<file path="config.mk">
export PLATFORM = sky130hd
export DESIGN_NAME = splat_tile_key_emitter_flat
export DESIGN_NICKNAME = d
export VERILOG_FILES = /design/src/rtl/core/stke_pkg.sv /design/src/rtl/core/stke_intf.sv /design/src/rtl/core/splat_tile_key_emitter.sv /design/src/rtl/core/stke_front.sv /design/src/rtl/core/stke_fifo.sv /design/src/rtl/core/stke_back.sv /design/src/flat_wrapper.sv
export SDC_FILE = /design/constraint.sdc
export NUM_CORES = 1
export LEC_CHECK = 0
export BUFFER_PORTS_ARGS = -buffer_cell sky130_fd_sc_hd__buf_4
export CORE_ASPECT_RATIO = 1.25
export CORE_MARGIN = 4
export CORE_UTILIZATION = 60
export CTS_CLUSTER_DIAMETER = 50
export CTS_CLUSTER_SIZE = 8
export DETAILED_ROUTE_END_ITERATION = 10
export PLACE_DENSITY_LB_ADDON = 0.1
export SYNTH_ARGS = -nofsm -noshare
export SYNTH_HDL_FRONTEND = slang
export SYNTH_SLANG_ARGS = --single-unit
</file>
<file path="constraint.sdc">
create_clock -name clk -period 22.8 [get_ports clk]
set_clock_uncertainty 0.1 [all_clocks]
set_input_delay 1.14 -clock clk [delete_from_list [all_inputs] [get_ports clk]]
set_output_delay 1.14 -clock clk [all_outputs]
set_load 0.05 [all_outputs]
</file>
<file path="src/rtl/core/stke_pkg.sv">
// Shared constants, types and helper functions of the splat tile key emitter.
package stke_pkg;

	localparam int TILE_PIX   = 16;
	localparam int MAX_SPAN   = 8;
	localparam int SUBPIX     = 16;
	localparam int RADIUS_MAX = 880;
	localparam int IMG_MAX    = 4096;
	localparam int W_RESET    = 1920;
	localparam int H_RESET    = 1080;

	localparam int CX_W    = 18;
	localparam int R_W     = 10;
	localparam int DEPTH_W = 32;
	localparam int ID_W    = 24;
	localparam int TI_W    = 16;
	localparam int SIZE_W  = 13;

	localparam int TILE_LOG2 = $clog2(TILE_PIX);
	localparam int SUB_LOG2  = $clog2(SUBPIX);
	localparam int SHIFT     = TILE_LOG2 + SUB_LOG2;

	// Center, radius and rounding need one bit over the center; two are kept.
	localparam int SUM_W  = CX_W + 2;
	localparam int RT_W   = SUM_W - SHIFT;
	localparam int NT_MAX = (IMG_MAX + TILE_PIX - 1) / TILE_PIX;
	localparam int NT_W   = $clog2(NT_MAX + 1);
	localparam int TC_W   = $clog2(NT_MAX);
	localparam int CMP_W  = ((RT_W > NT_W) ? RT_W : NT_W) + 2;

	localparam int FIFO_DEPTH = 2;
	localparam int FIFO_PTR_W = (FIFO_DEPTH > 1) ? $clog2(FIFO_DEPTH) : 1;
	localparam int FIFO_CNT_W = $clog2(FIFO_DEPTH + 1);

	localparam int CFG_IDX_W = 1;

	typedef enum logic [CFG_IDX_W-1:0] {
		REG_IMAGE_WIDTH  = CFG_IDX_W'(0),
		REG_IMAGE_HEIGHT = CFG_IDX_W'(1)
	} cfg_reg_t;

	// One clamped, non-empty tile box waiting for the emitter.
	typedef struct packed {
		logic [TC_W-1:0]    x0;
		logic [TC_W-1:0]    x1;
		logic [TC_W-1:0]    y0;
		logic [TC_W-1:0]    y1;
		logic [DEPTH_W-1:0] depth;
		logic [ID_W-1:0]    id;
	} run_t;

	// Tiles along one axis: clamp the size to 1..IMG_MAX, then round up.
	function automatic logic [NT_W-1:0] tile_count(input logic [SIZE_W-1:0] size);
		logic [SIZE_W-1:0] sc;
		logic [SIZE_W-1:0] sum;
		sc = size;
		if (size == '0) begin
			sc = SIZE_W'(1);
		end else if (size > SIZE_W'(IMG_MAX)) begin
			sc = SIZE_W'(IMG_MAX);
		end
		sum = sc + SIZE_W'(TILE_PIX - 1);
		return NT_W'(sum >> TILE_LOG2);
	endfunction

endpackage

</file>
<file path="src/rtl/core/stke_intf.sv">
// Request channel interfaces: splat input, key output and register writes.
interface stke_splat_if;
	import stke_pkg::*;
	logic                    valid;
	logic                    ready;
	logic signed [CX_W-1:0]  center_x;
	logic signed [CX_W-1:0]  center_y;
	logic [R_W-1:0]          radius;
	logic [DEPTH_W-1:0]      depth_word;
	logic [ID_W-1:0]         gaussian_index;

	modport source (output valid, center_x, center_y, radius, depth_word, gaussian_index,
		input ready);
	modport sink (input valid, center_x, center_y, radius, depth_word, gaussian_index,
		output ready);
endinterface

interface stke_key_if;
	import stke_pkg::*;
	logic               valid;
	logic               ready;
	logic [TI_W-1:0]    tile_index;
	logic [DEPTH_W-1:0] depth_key;
	logic [ID_W-1:0]    splat_id;
	logic               last_of_run;

	modport source (output valid, tile_index, depth_key, splat_id, last_of_run, input ready);
	modport sink (input valid, tile_index, depth_key, splat_id, last_of_run, output ready);
endinterface

interface stke_cfg_if;
	import stke_pkg::*;
	logic                 valid;
	logic                 ready;
	logic [CFG_IDX_W-1:0] index;
	logic [SIZE_W-1:0]    data;

	modport source (output valid, index, data, input ready);
	modport sink (input valid, index, data, output ready);
endinterface

</file>
<file path="src/rtl/core/splat_tile_key_emitter.sv">
// Splat tile key emitter top level: front end, request queue and key emitter.
// A splat goes through the front-end stage, the queue and the box register to the output.
// Throughput: one key per cycle while the output is not stalled, set by the key emitter.
// Splats that cover no tile are dropped in the front end at one per cycle.
// Reset: queue and pipeline empty, output invalid, grid set to a 1920 x 1080 image.
module splat_tile_key_emitter (
	input  logic       clk,
	input  logic       arst_n,
	stke_splat_if.sink splat_in,
	stke_key_if.source key_out,
	stke_cfg_if.sink   cfg
);
	import stke_pkg::*;

	// Front to queue.
	logic            push_valid;
	logic            push_ready;
	run_t            push_data;
	// Queue to emitter.
	logic            pop_valid;
	logic            pop_ready;
	run_t            pop_data;
	// Tiles per row, shared so the emitter can step from row to row.
	logic [NT_W-1:0] ntx;

	// Front end: take register writes and splat requests, turn center and
	// radius into a clamped tile box, drop boxes that cover nothing.
	stke_front u_front (
		.clk        (clk),
		.arst_n     (arst_n),
		.splat_in   (splat_in),
		.cfg        (cfg),
		.ntx        (ntx),
		.push_valid (push_valid),
		.push_ready (push_ready),
		.push_data  (push_data)
	);

	// Queue: decouple box setup from key emission so each side can stall.
	stke_fifo u_fifo (
		.clk        (clk),
		.arst_n     (arst_n),
		.push_valid (push_valid),
		.push_ready (push_ready),
		.push_data  (push_data),
		.pop_valid  (pop_valid),
		.pop_ready  (pop_ready),
		.pop_data   (pop_data)
	);

	// Emitter: walk each box y outer, x inner, through a registered output
	// so a new key is prepared in the same cycle the previous one is taken.
	stke_back u_back (
		.clk       (clk),
		.arst_n    (arst_n),
		.ntx       (ntx),
		.pop_valid (pop_valid),
		.pop_ready (pop_ready),
		.pop_data  (pop_data),
		.key_out   (key_out)
	);

endmodule

</file>
<file path="src/rtl/core/stke_front.sv">
// Front end: register writes, splat intake, tile bounds and grid clamping.
module stke_front (
	input  logic                     clk,
	input  logic                     arst_n,
	stke_splat_if.sink               splat_in,
	stke_cfg_if.sink                 cfg,
	output logic [stke_pkg::NT_W-1:0] ntx,
	output logic                     push_valid,
	input  logic                     push_ready,
	output stke_pkg::run_t           push_data
);
	import stke_pkg::*;

	typedef struct packed {
		logic [TC_W-1:0] lo;
		logic [TC_W-1:0] hi;
		logic            empty;
	} axis_t;

	// Clamp one axis to the grid and to the span limit.
	function automatic axis_t clamp_axis(input logic signed [RT_W-1:0] a0,
		input logic signed [RT_W-1:0] a1, input logic [NT_W-1:0] n);
		logic signed [CMP_W-1:0] lo;
		logic signed [CMP_W-1:0] hi;
		logic signed [CMP_W-1:0] lim;
		logic signed [CMP_W-1:0] top;
		axis_t res;
		lo  = CMP_W'(a0);
		hi  = CMP_W'(a1);
		top = signed'(CMP_W'(n)) - CMP_W'(1);
		if (lo < 0) begin
			lo = '0;
		end
		if (hi > top) begin
			hi = top;
		end
		lim = lo + CMP_W'(MAX_SPAN - 1);
		if (hi > lim) begin
			hi = lim;
		end
		res.lo    = TC_W'(lo);
		res.hi    = TC_W'(hi);
		res.empty = (lo > hi);
		return res;
	endfunction

	logic [NT_W-1:0] ntx_q;
	logic [NT_W-1:0] nty_q;

	logic                   v_s1;
	logic signed [RT_W-1:0] x0_s1;
	logic signed [RT_W-1:0] x1_s1;
	logic signed [RT_W-1:0] y0_s1;
	logic signed [RT_W-1:0] y1_s1;
	logic [DEPTH_W-1:0]     depth_s1;
	logic [ID_W-1:0]        id_s1;

	logic [R_W-1:0]          r_sat;
	logic signed [SUM_W-1:0] r_ext;
	logic signed [SUM_W-1:0] cx_ext;
	logic signed [SUM_W-1:0] cy_ext;
	logic signed [SUM_W-1:0] rnd;
	logic                    accept;
	logic                    box_empty;
	axis_t                   ax;
	axis_t                   ay;

	// Register writes land at once.
	assign cfg.ready = 1'b1;
	assign ntx       = ntx_q;

	always_ff @(posedge clk or negedge arst_n) begin
		if (!arst_n) begin
			ntx_q <= tile_count(SIZE_W'(W_RESET));
			nty_q <= tile_count(SIZE_W'(H_RESET));
		end else if (cfg.valid) begin
			case (cfg_reg_t'(cfg.index))
				REG_IMAGE_WIDTH:  ntx_q <= tile_count(cfg.data);
				REG_IMAGE_HEIGHT: nty_q <= tile_count(cfg.data);
				default: ;
			endcase
		end
	end

	// Saturate the radius, then form both box edges in 1/16 pixel.
	assign r_sat  = (splat_in.radius > R_W'(RADIUS_MAX)) ? R_W'(RADIUS_MAX) : splat_in.radius;
	assign r_ext  = signed'(SUM_W'(r_sat));
	assign cx_ext = SUM_W'(splat_in.center_x);
	assign cy_ext = SUM_W'(splat_in.center_y);
	assign rnd    = signed'(SUM_W'(SUBPIX - 1));

	assign ax = clamp_axis(x0_s1, x1_s1, ntx_q);
	assign ay = clamp_axis(y0_s1, y1_s1, nty_q);
	assign box_empty = ax.empty || ay.empty;

	// Drop empty boxes here; hold the stage while the queue is full.
	assign splat_in.ready = !v_s1 || box_empty || push_ready;
	assign accept         = splat_in.valid && splat_in.ready;

	assign push_valid      = v_s1 && !box_empty;
	assign push_data.x0    = ax.lo;
	assign push_data.x1    = ax.hi;
	assign push_data.y0    = ay.lo;
	assign push_data.y1    = ay.hi;
	assign push_data.depth = depth_s1;
	assign push_data.id    = id_s1;

	always_ff @(posedge clk or negedge arst_n) begin
		if (!arst_n) begin
			v_s1 <= 1'b0;
		end else if (splat_in.ready) begin
			v_s1 <= splat_in.valid;
		end
	end

	// Floor of the low edge and ceil of the high edge, then floor by tile size.
	always_ff @(posedge clk) begin
		if (accept) begin
			x0_s1    <= RT_W'((cx_ext - r_ext) >>> SHIFT);
			x1_s1    <= RT_W'((cx_ext + r_ext + rnd) >>> SHIFT);
			y0_s1    <= RT_W'((cy_ext - r_ext) >>> SHIFT);
			y1_s1    <= RT_W'((cy_ext + r_ext + rnd) >>> SHIFT);
			depth_s1 <= splat_in.depth_word;
			id_s1    <= splat_in.gaussian_index;
		end
	end

endmodule

</file>
<file path="src/rtl/core/stke_fifo.sv">
// Short request queue between the front end and the key emitter.
module stke_fifo (
	input  logic           clk,
	input  logic           arst_n,
	input  logic           push_valid,
	output logic           push_ready,
	input  stke_pkg::run_t push_data,
	output logic           pop_valid,
	input  logic           pop_ready,
	output stke_pkg::run_t pop_data
);
	import stke_pkg::*;

	run_t                  mem_q [FIFO_DEPTH];
	logic [FIFO_PTR_W-1:0] wr_ptr_q;
	logic [FIFO_PTR_W-1:0] rd_ptr_q;
	logic [FIFO_CNT_W-1:0] cnt_q;
	logic                  push;
	logic                  pop;

	function automatic logic [FIFO_PTR_W-1:0] ptr_next(input logic [FIFO_PTR_W-1:0] p);
		return (p == FIFO_PTR_W'(FIFO_DEPTH - 1)) ? '0 : p + FIFO_PTR_W'(1);
	endfunction

	assign push_ready = (cnt_q != FIFO_CNT_W'(FIFO_DEPTH));
	assign pop_valid  = (cnt_q != '0);
	assign push       = push_valid && push_ready;
	assign pop        = pop_valid && pop_ready;
	assign pop_data   = mem_q[rd_ptr_q];

	always_ff @(posedge clk or negedge arst_n) begin
		if (!arst_n) begin
			wr_ptr_q <= '0;
			rd_ptr_q <= '0;
			cnt_q    <= '0;
		end else begin
			if (push) begin
				wr_ptr_q <= ptr_next(wr_ptr_q);
			end
			if (pop) begin
				rd_ptr_q <= ptr_next(rd_ptr_q);
			end
			if (push && !pop) begin
				cnt_q <= cnt_q + FIFO_CNT_W'(1);
			end else if (pop && !push) begin
				cnt_q <= cnt_q - FIFO_CNT_W'(1);
			end
		end
	end

	always_ff @(posedge clk) begin
		if (push) begin
			mem_q[wr_ptr_q] <= push_data;
		end
	end

endmodule

</file>
<file path="src/rtl/core/stke_back.sv">
// Key emitter: walks a box row-major, one key per cycle unless stalled.
module stke_back (
	input  logic                      clk,
	input  logic                      arst_n,
	input  logic [stke_pkg::NT_W-1:0] ntx,
	input  logic                      pop_valid,
	output logic                      pop_ready,
	input  stke_pkg::run_t            pop_data,
	stke_key_if.source                key_out
);
	import stke_pkg::*;

	logic                 busy_q;
	run_t                 run_q;
	logic [TC_W-1:0]      x_q;
	logic [TC_W-1:0]      y_q;
	logic [TI_W-1:0]      base_q;
	logic                 out_valid_q;
	logic [TI_W-1:0]      tile_q;
	logic [DEPTH_W-1:0]   depth_q;
	logic [ID_W-1:0]      id_q;
	logic                 last_q;

	logic                 out_free;
	logic                 emit;
	logic                 last_key;
	logic                 load;
	logic [TC_W+NT_W-1:0] row_prod;

	assign out_free  = !out_valid_q || key_out.ready;
	assign emit      = busy_q && out_free;
	assign last_key  = (x_q == run_q.x1) && (y_q == run_q.y1);
	// Take the next box in the same cycle as the last key of this one.
	assign pop_ready = !busy_q || (emit && last_key);
	assign load      = pop_valid && pop_ready;
	assign row_prod  = pop_data.y0 * ntx;

	assign key_out.valid       = out_valid_q;
	assign key_out.tile_index  = tile_q;
	assign key_out.depth_key   = depth_q;
	assign key_out.splat_id    = id_q;
	assign key_out.last_of_run = last_q;

	always_ff @(posedge clk or negedge arst_n) begin
		if (!arst_n) begin
			busy_q      <= 1'b0;
			out_valid_q <= 1'b0;
		end else begin
			if (load) begin
				busy_q <= 1'b1;
			end else if (emit && last_key) begin
				busy_q <= 1'b0;
			end
			if (emit) begin
				out_valid_q <= 1'b1;
			end else if (key_out.ready) begin
				out_valid_q <= 1'b0;
			end
		end
	end

	// Advance x inside a row; wrap to the next row and add one row of tiles.
	always_ff @(posedge clk) begin
		if (load) begin
			run_q  <= pop_data;
			x_q    <= pop_data.x0;
			y_q    <= pop_data.y0;
			base_q <= TI_W'(row_prod);
		end else if (emit && !last_key) begin
			if (x_q == run_q.x1) begin
				x_q    <= run_q.x0;
				y_q    <= y_q + TC_W'(1);
				base_q <= base_q + TI_W'(ntx);
			end else begin
				x_q <= x_q + TC_W'(1);
			end
		end
	end

	always_ff @(posedge clk) begin
		if (emit) begin
			tile_q  <= base_q + TI_W'(x_q);
			depth_q <= run_q.depth;
			id_q    <= run_q.id;
			last_q  <= last_key;
		end
	end

endmodule

</file>
<file path="src/flat_wrapper.sv">
// flat-port wrapper written by rule: the top's interface ports become plain ports
module splat_tile_key_emitter_flat import stke_pkg::*;
  (clk, arst_n, splat_in_valid, splat_in_center_x, splat_in_center_y, splat_in_radius, splat_in_depth_word, splat_in_gaussian_index, splat_in_ready, key_out_valid, key_out_tile_index, key_out_depth_key, key_out_splat_id, key_out_last_of_run, key_out_ready, cfg_valid, cfg_index, cfg_data, cfg_ready);
  stke_splat_if splat_in_i ();
  stke_key_if key_out_i ();
  stke_cfg_if cfg_i ();
  input  logic clk;
  input  logic arst_n;
  input wire logic [$bits(splat_in_i.valid)-1:0] splat_in_valid;
  input wire logic [$bits(splat_in_i.center_x)-1:0] splat_in_center_x;
  input wire logic [$bits(splat_in_i.center_y)-1:0] splat_in_center_y;
  input wire logic [$bits(splat_in_i.radius)-1:0] splat_in_radius;
  input wire logic [$bits(splat_in_i.depth_word)-1:0] splat_in_depth_word;
  input wire logic [$bits(splat_in_i.gaussian_index)-1:0] splat_in_gaussian_index;
  output wire logic [$bits(splat_in_i.ready)-1:0] splat_in_ready;
  output wire logic [$bits(key_out_i.valid)-1:0] key_out_valid;
  output wire logic [$bits(key_out_i.tile_index)-1:0] key_out_tile_index;
  output wire logic [$bits(key_out_i.depth_key)-1:0] key_out_depth_key;
  output wire logic [$bits(key_out_i.splat_id)-1:0] key_out_splat_id;
  output wire logic [$bits(key_out_i.last_of_run)-1:0] key_out_last_of_run;
  input wire logic [$bits(key_out_i.ready)-1:0] key_out_ready;
  input wire logic [$bits(cfg_i.valid)-1:0] cfg_valid;
  input wire logic [$bits(cfg_i.index)-1:0] cfg_index;
  input wire logic [$bits(cfg_i.data)-1:0] cfg_data;
  output wire logic [$bits(cfg_i.ready)-1:0] cfg_ready;
  assign splat_in_i.valid = splat_in_valid;
  assign splat_in_i.center_x = splat_in_center_x;
  assign splat_in_i.center_y = splat_in_center_y;
  assign splat_in_i.radius = splat_in_radius;
  assign splat_in_i.depth_word = splat_in_depth_word;
  assign splat_in_i.gaussian_index = splat_in_gaussian_index;
  assign splat_in_ready = splat_in_i.ready;
  assign key_out_valid = key_out_i.valid;
  assign key_out_tile_index = key_out_i.tile_index;
  assign key_out_depth_key = key_out_i.depth_key;
  assign key_out_splat_id = key_out_i.splat_id;
  assign key_out_last_of_run = key_out_i.last_of_run;
  assign key_out_i.ready = key_out_ready;
  assign cfg_i.valid = cfg_valid;
  assign cfg_i.index = cfg_index;
  assign cfg_i.data = cfg_data;
  assign cfg_ready = cfg_i.ready;
  splat_tile_key_emitter u_core (.clk(clk), .arst_n(arst_n), .splat_in(splat_in_i), .key_out(key_out_i), .cfg(cfg_i));
endmodule
</file>
==> impl_metrics.ini <==
[synthesis]
synth-seq-area-share_pct = 57.67
synthTopCellsByArea = edfxtp_1 55%, ha_1 8.6%, mux2_2 4.2%, fa_1 3.4%, xnor2_1 2.5%
avgSynthCellArea_sq_um = 13.09
synth.top_cell.area_share_pct = 55.15
synthArstFlopShare_pct = 5.123
synth_top_family_by_area = adder cells
yosys.cell_count.top_type = edfxtp_1
synth_cell_type_count = 91
synth_xor_area_share_pct = 5.013
synth_commonest_cells = 463 x edfxtp_1, 173 x ha_1, 154 x nand2_1
syn_inst = 1926
synth_seq_cells = 488
synthMuxAreaShare_pct = 5.117
yosys_warnings = 0
synth-simple-area-share_pct = 9.396
syn-cell-area_sq_um = 25210
synthFlopType = edfxtp_1
synth_edf_count = 463
synth_compound_area_share_pct = 7.440
synth_fa_ha_area_share_pct = 12.12
syn_nets = 2263
yosysTopAreaCell = edfxtp_1

[routing]
antenna_left = 0
drc = 0
via_per_inst = 5.581
wl_per_cell_microns = 18.70
firstDrtPassIters = 5
via_count = 15297
drt-initial-drc-count = 895
routed_wl_mm = 51.26

[die]
die_area_sq_um = 45380
fp.dieH_microns = 237.2
pin_count = 197
rows = 83
die_width_microns = 191.3
start_util_pct = 60.99
core_area_sq_um = 41330

[placed_design]
numPortBuffers = 195
place_congestion = 0.8854
hpwl_mm = 36.94

[cells_and_area]
area.growth.synth_to_final_pct = 16.46
layout-drive-gt1-share_pct = 19.70
layout.nets = 2490

[worst_setup_path]
cp-endpoint = u_core.u_front.id_s1[12]
cp_common_cell = ha_1
slowest_stage = a31oi_4
critPathRequiredTime_ns = 22.90
r2r_cells = 33
path_max_fanout = 72
crit_start = u_core.u_front.ntx[2]
critical_path_arrival_ns = 11.28
worstSetupStartpointType = register
r2r-start = u_core.u_front.ntx[2]
critPathKind = reg -> reg
r2r_setup_slack_ns = 11.62
reg2reg_to = u_core.u_front.id_s1[12]
endpoint_kind = register
slowest_delay_ns = 0.96

[grt]
grt-ovfl-total = 0
antenna_found_initial = 1
grt_max_degree = 74
grt_pass1_vias = 15833
track_usage_pct = 22.77
grt_pass1_wl_mm = 81.42

[timing]
rsz0062_at_grt = false
final.period_utilization_pct = 49.02
setup_viol = 0
slew_headroom_pct = 15.91
max_freq_ghz = 0.08947
worst_pin_slew_ns = 1.261
finalSetupTns_ns = 0
final_hold_viol_count = 0
report.final.slew_viol_count = 0
fin_crit_ns = 11.18
worst_hold_slack_ns = 0.3075

[clock_network]
cts_buffers = 72
cts-root-buf = clkbuf_16
post_cts_buffers = 0
post_cts_resized = 0
clock_latency_ns = 0.59
cts_max_level = 3
cts.sinks = 488
clkSlewWorstSetupHoldPaths_ns = 0.05
clock_path_buffers = 3
cts_hold_buf = 0
cts_tree = yes

[power]
internal_power_mw = 2.243
ir_worst_vdd_mv = 0.07661
clockPowerShare_pct = 29.2
pwr-share-seq_pct = 40.4
power_switching_mw = 1.059
powerDensity_nw_per_um2 = 112.5
p_leak_nw = 11.76
switching_share_pct = 32.07
power_frac_comb_pct = 30.5

[min_path]
hold_class = reg -> reg

[flow_run]
cap_violations = 0

[outcome]
status = completed
[cells by family after synthesis]
kind of cell / count (synthesis)
DFF: 488
other: 1
and+or+nand+nor: 468
AOI/OAI and AO/OA: 283
muxes: 115
buffers and inverters: 211
adders and majority gates: 219
xor gates and xnor gates: 141
[how the worst min path moves through the flow]
stage	from	to	slack, ns	cells past startpoint
2_1_floorplan	u_core.u_back.run_q[24]	u_core.u_back.key_out.depth_key[0]	0.30	0
3_3_place_gp	u_core.u_back.run_q[31]	u_core.u_back.key_out.depth_key[7]	0.30	0
3_5_place_dp	u_core.u_back.run_q[39]	u_core.u_back.key_out.depth_key[15]	0.30	0
4_1_cts	u_core.u_back.run_q[55]	u_core.u_back.key_out.depth_key[31]	0.31	0
5_1_grt	u_core.u_back.run_q[53]	u_core.u_back.key_out.depth_key[29]	0.32	0
6_report	u_core.u_back.run_q[55]	u_core.u_back.key_out.depth_key[31]	0.31	0
[cells in the final DEF (no fill, tap or decap), types with 6 or more instances in the layout]
master	count
edfxtp_1	463
buf_4	204
ha_1	173
nand2_1	154
inv_1	152
mux2_2	94
nor2_1	84
o21ai_0	81
clkbuf_16	74
xnor2_1	71
xor2_1	68
a21oi_1	65
fa_1	43
and2_1	34
a21o_1	30
nor2b_1	29
nand3_1	27
clkbuf_1	27
nand2b_1	24
nor3_1	18
dfrtp_1	18
mux2i_1	17
a211oi_1	14
and3_1	13
or3_1	13
nand4_1	13
nor4_1	12
o21a_1	11
or2_2	11
and4_1	9
o21bai_1	9
o31ai_1	9
a21boi_0	7
inv_2	7
dfstp_2	6
[layer usage]
metal	wire, microns	track usage, %	vias to the layer above
met5	0	0	-
met2	27430	41.52	374
met3	2517	4.348	107
met4	1580	8.121	0
li1	-	-	7409
met1	19730	26.79	7407
[registers in the layout (all words and copies together) (netlist names), 16 cells and up]
| register | cells |
|---|---|
| u_core.u_back.key_out.depth_key | 32 |
| u_core.u_fifo.mem_q | 176 |
| u_core.u_front.depth_s1 | 32 |
| u_core.u_back.base_q | 16 |
| u_core.u_front.id_s1 | 24 |
| u_core.u_back.key_out.splat_id | 24 |
| u_core.u_back.run_q | 80 |
| u_core.u_back.key_out.tile_index | 16 |
[power groups by stage]
stage	Clock, mW	Combinational [mW]	Sequential, mW
2_1_floorplan	0	0.741	1.37
3_3_place_gp	0	0.980	1.33
3_5_place_dp	0	1.01	1.35
4_1_cts	0.982	1.01	1.33
5_1_grt	1.03	1.14	1.35
6_report	0.963	1.01	1.33
[final cells by class]
class | count | area, sq um
Timing Repair Buffer | 204 | 1531
Clock inverter | 8 | 138.9
Tap cell | 552 | 690.7
Multi-Input combinational cell | 1227 | 9898
Inverter | 160 | 603.1
Fill cell | 2907 | 11970
Clock buffer | 101 | 1953
Antenna cell | 1 | 2.502
Sequential cell | 488 | 14540
[worst max-delay path: cells and delay by family, from the launching register on]
family                   cells  cell delay [ns]
flip-flops                   1             0.52
AO/OA/AOI/OAI               12             4.26
adder cells (fa/ha/maj)      4             1.33
buffers and inverters        5             1.40
AND/OR/NAND/NOR             10             2.44
multiplexers                 2             0.69
[stage by stage]
| stage | setup WS, ns | util, % | area, sq um | total power, mW | cells |
|---|---|---|---|---|---|
| 2_1_floorplan | 6.679 | - | 25210 | 2.108 | 1926 |
| 3_3_place_gp | 11.99 | 65.96 | 27260 | 2.315 | 2631 |
| 3_5_place_dp | 11.70 | 65.96 | 27260 | 2.355 | 2631 |
| 4_1_cts | 11.71 | 71.02 | 29360 | 3.331 | 2740 |
| 5_1_grt | 10.74 | 71.02 | 29360 | 3.511 | 2740 |
| 6_report | 11.62 | 71.03 | 29360 | 3.301 | 2741 |
Note: power is estimated with default switching activity, not from simulation.
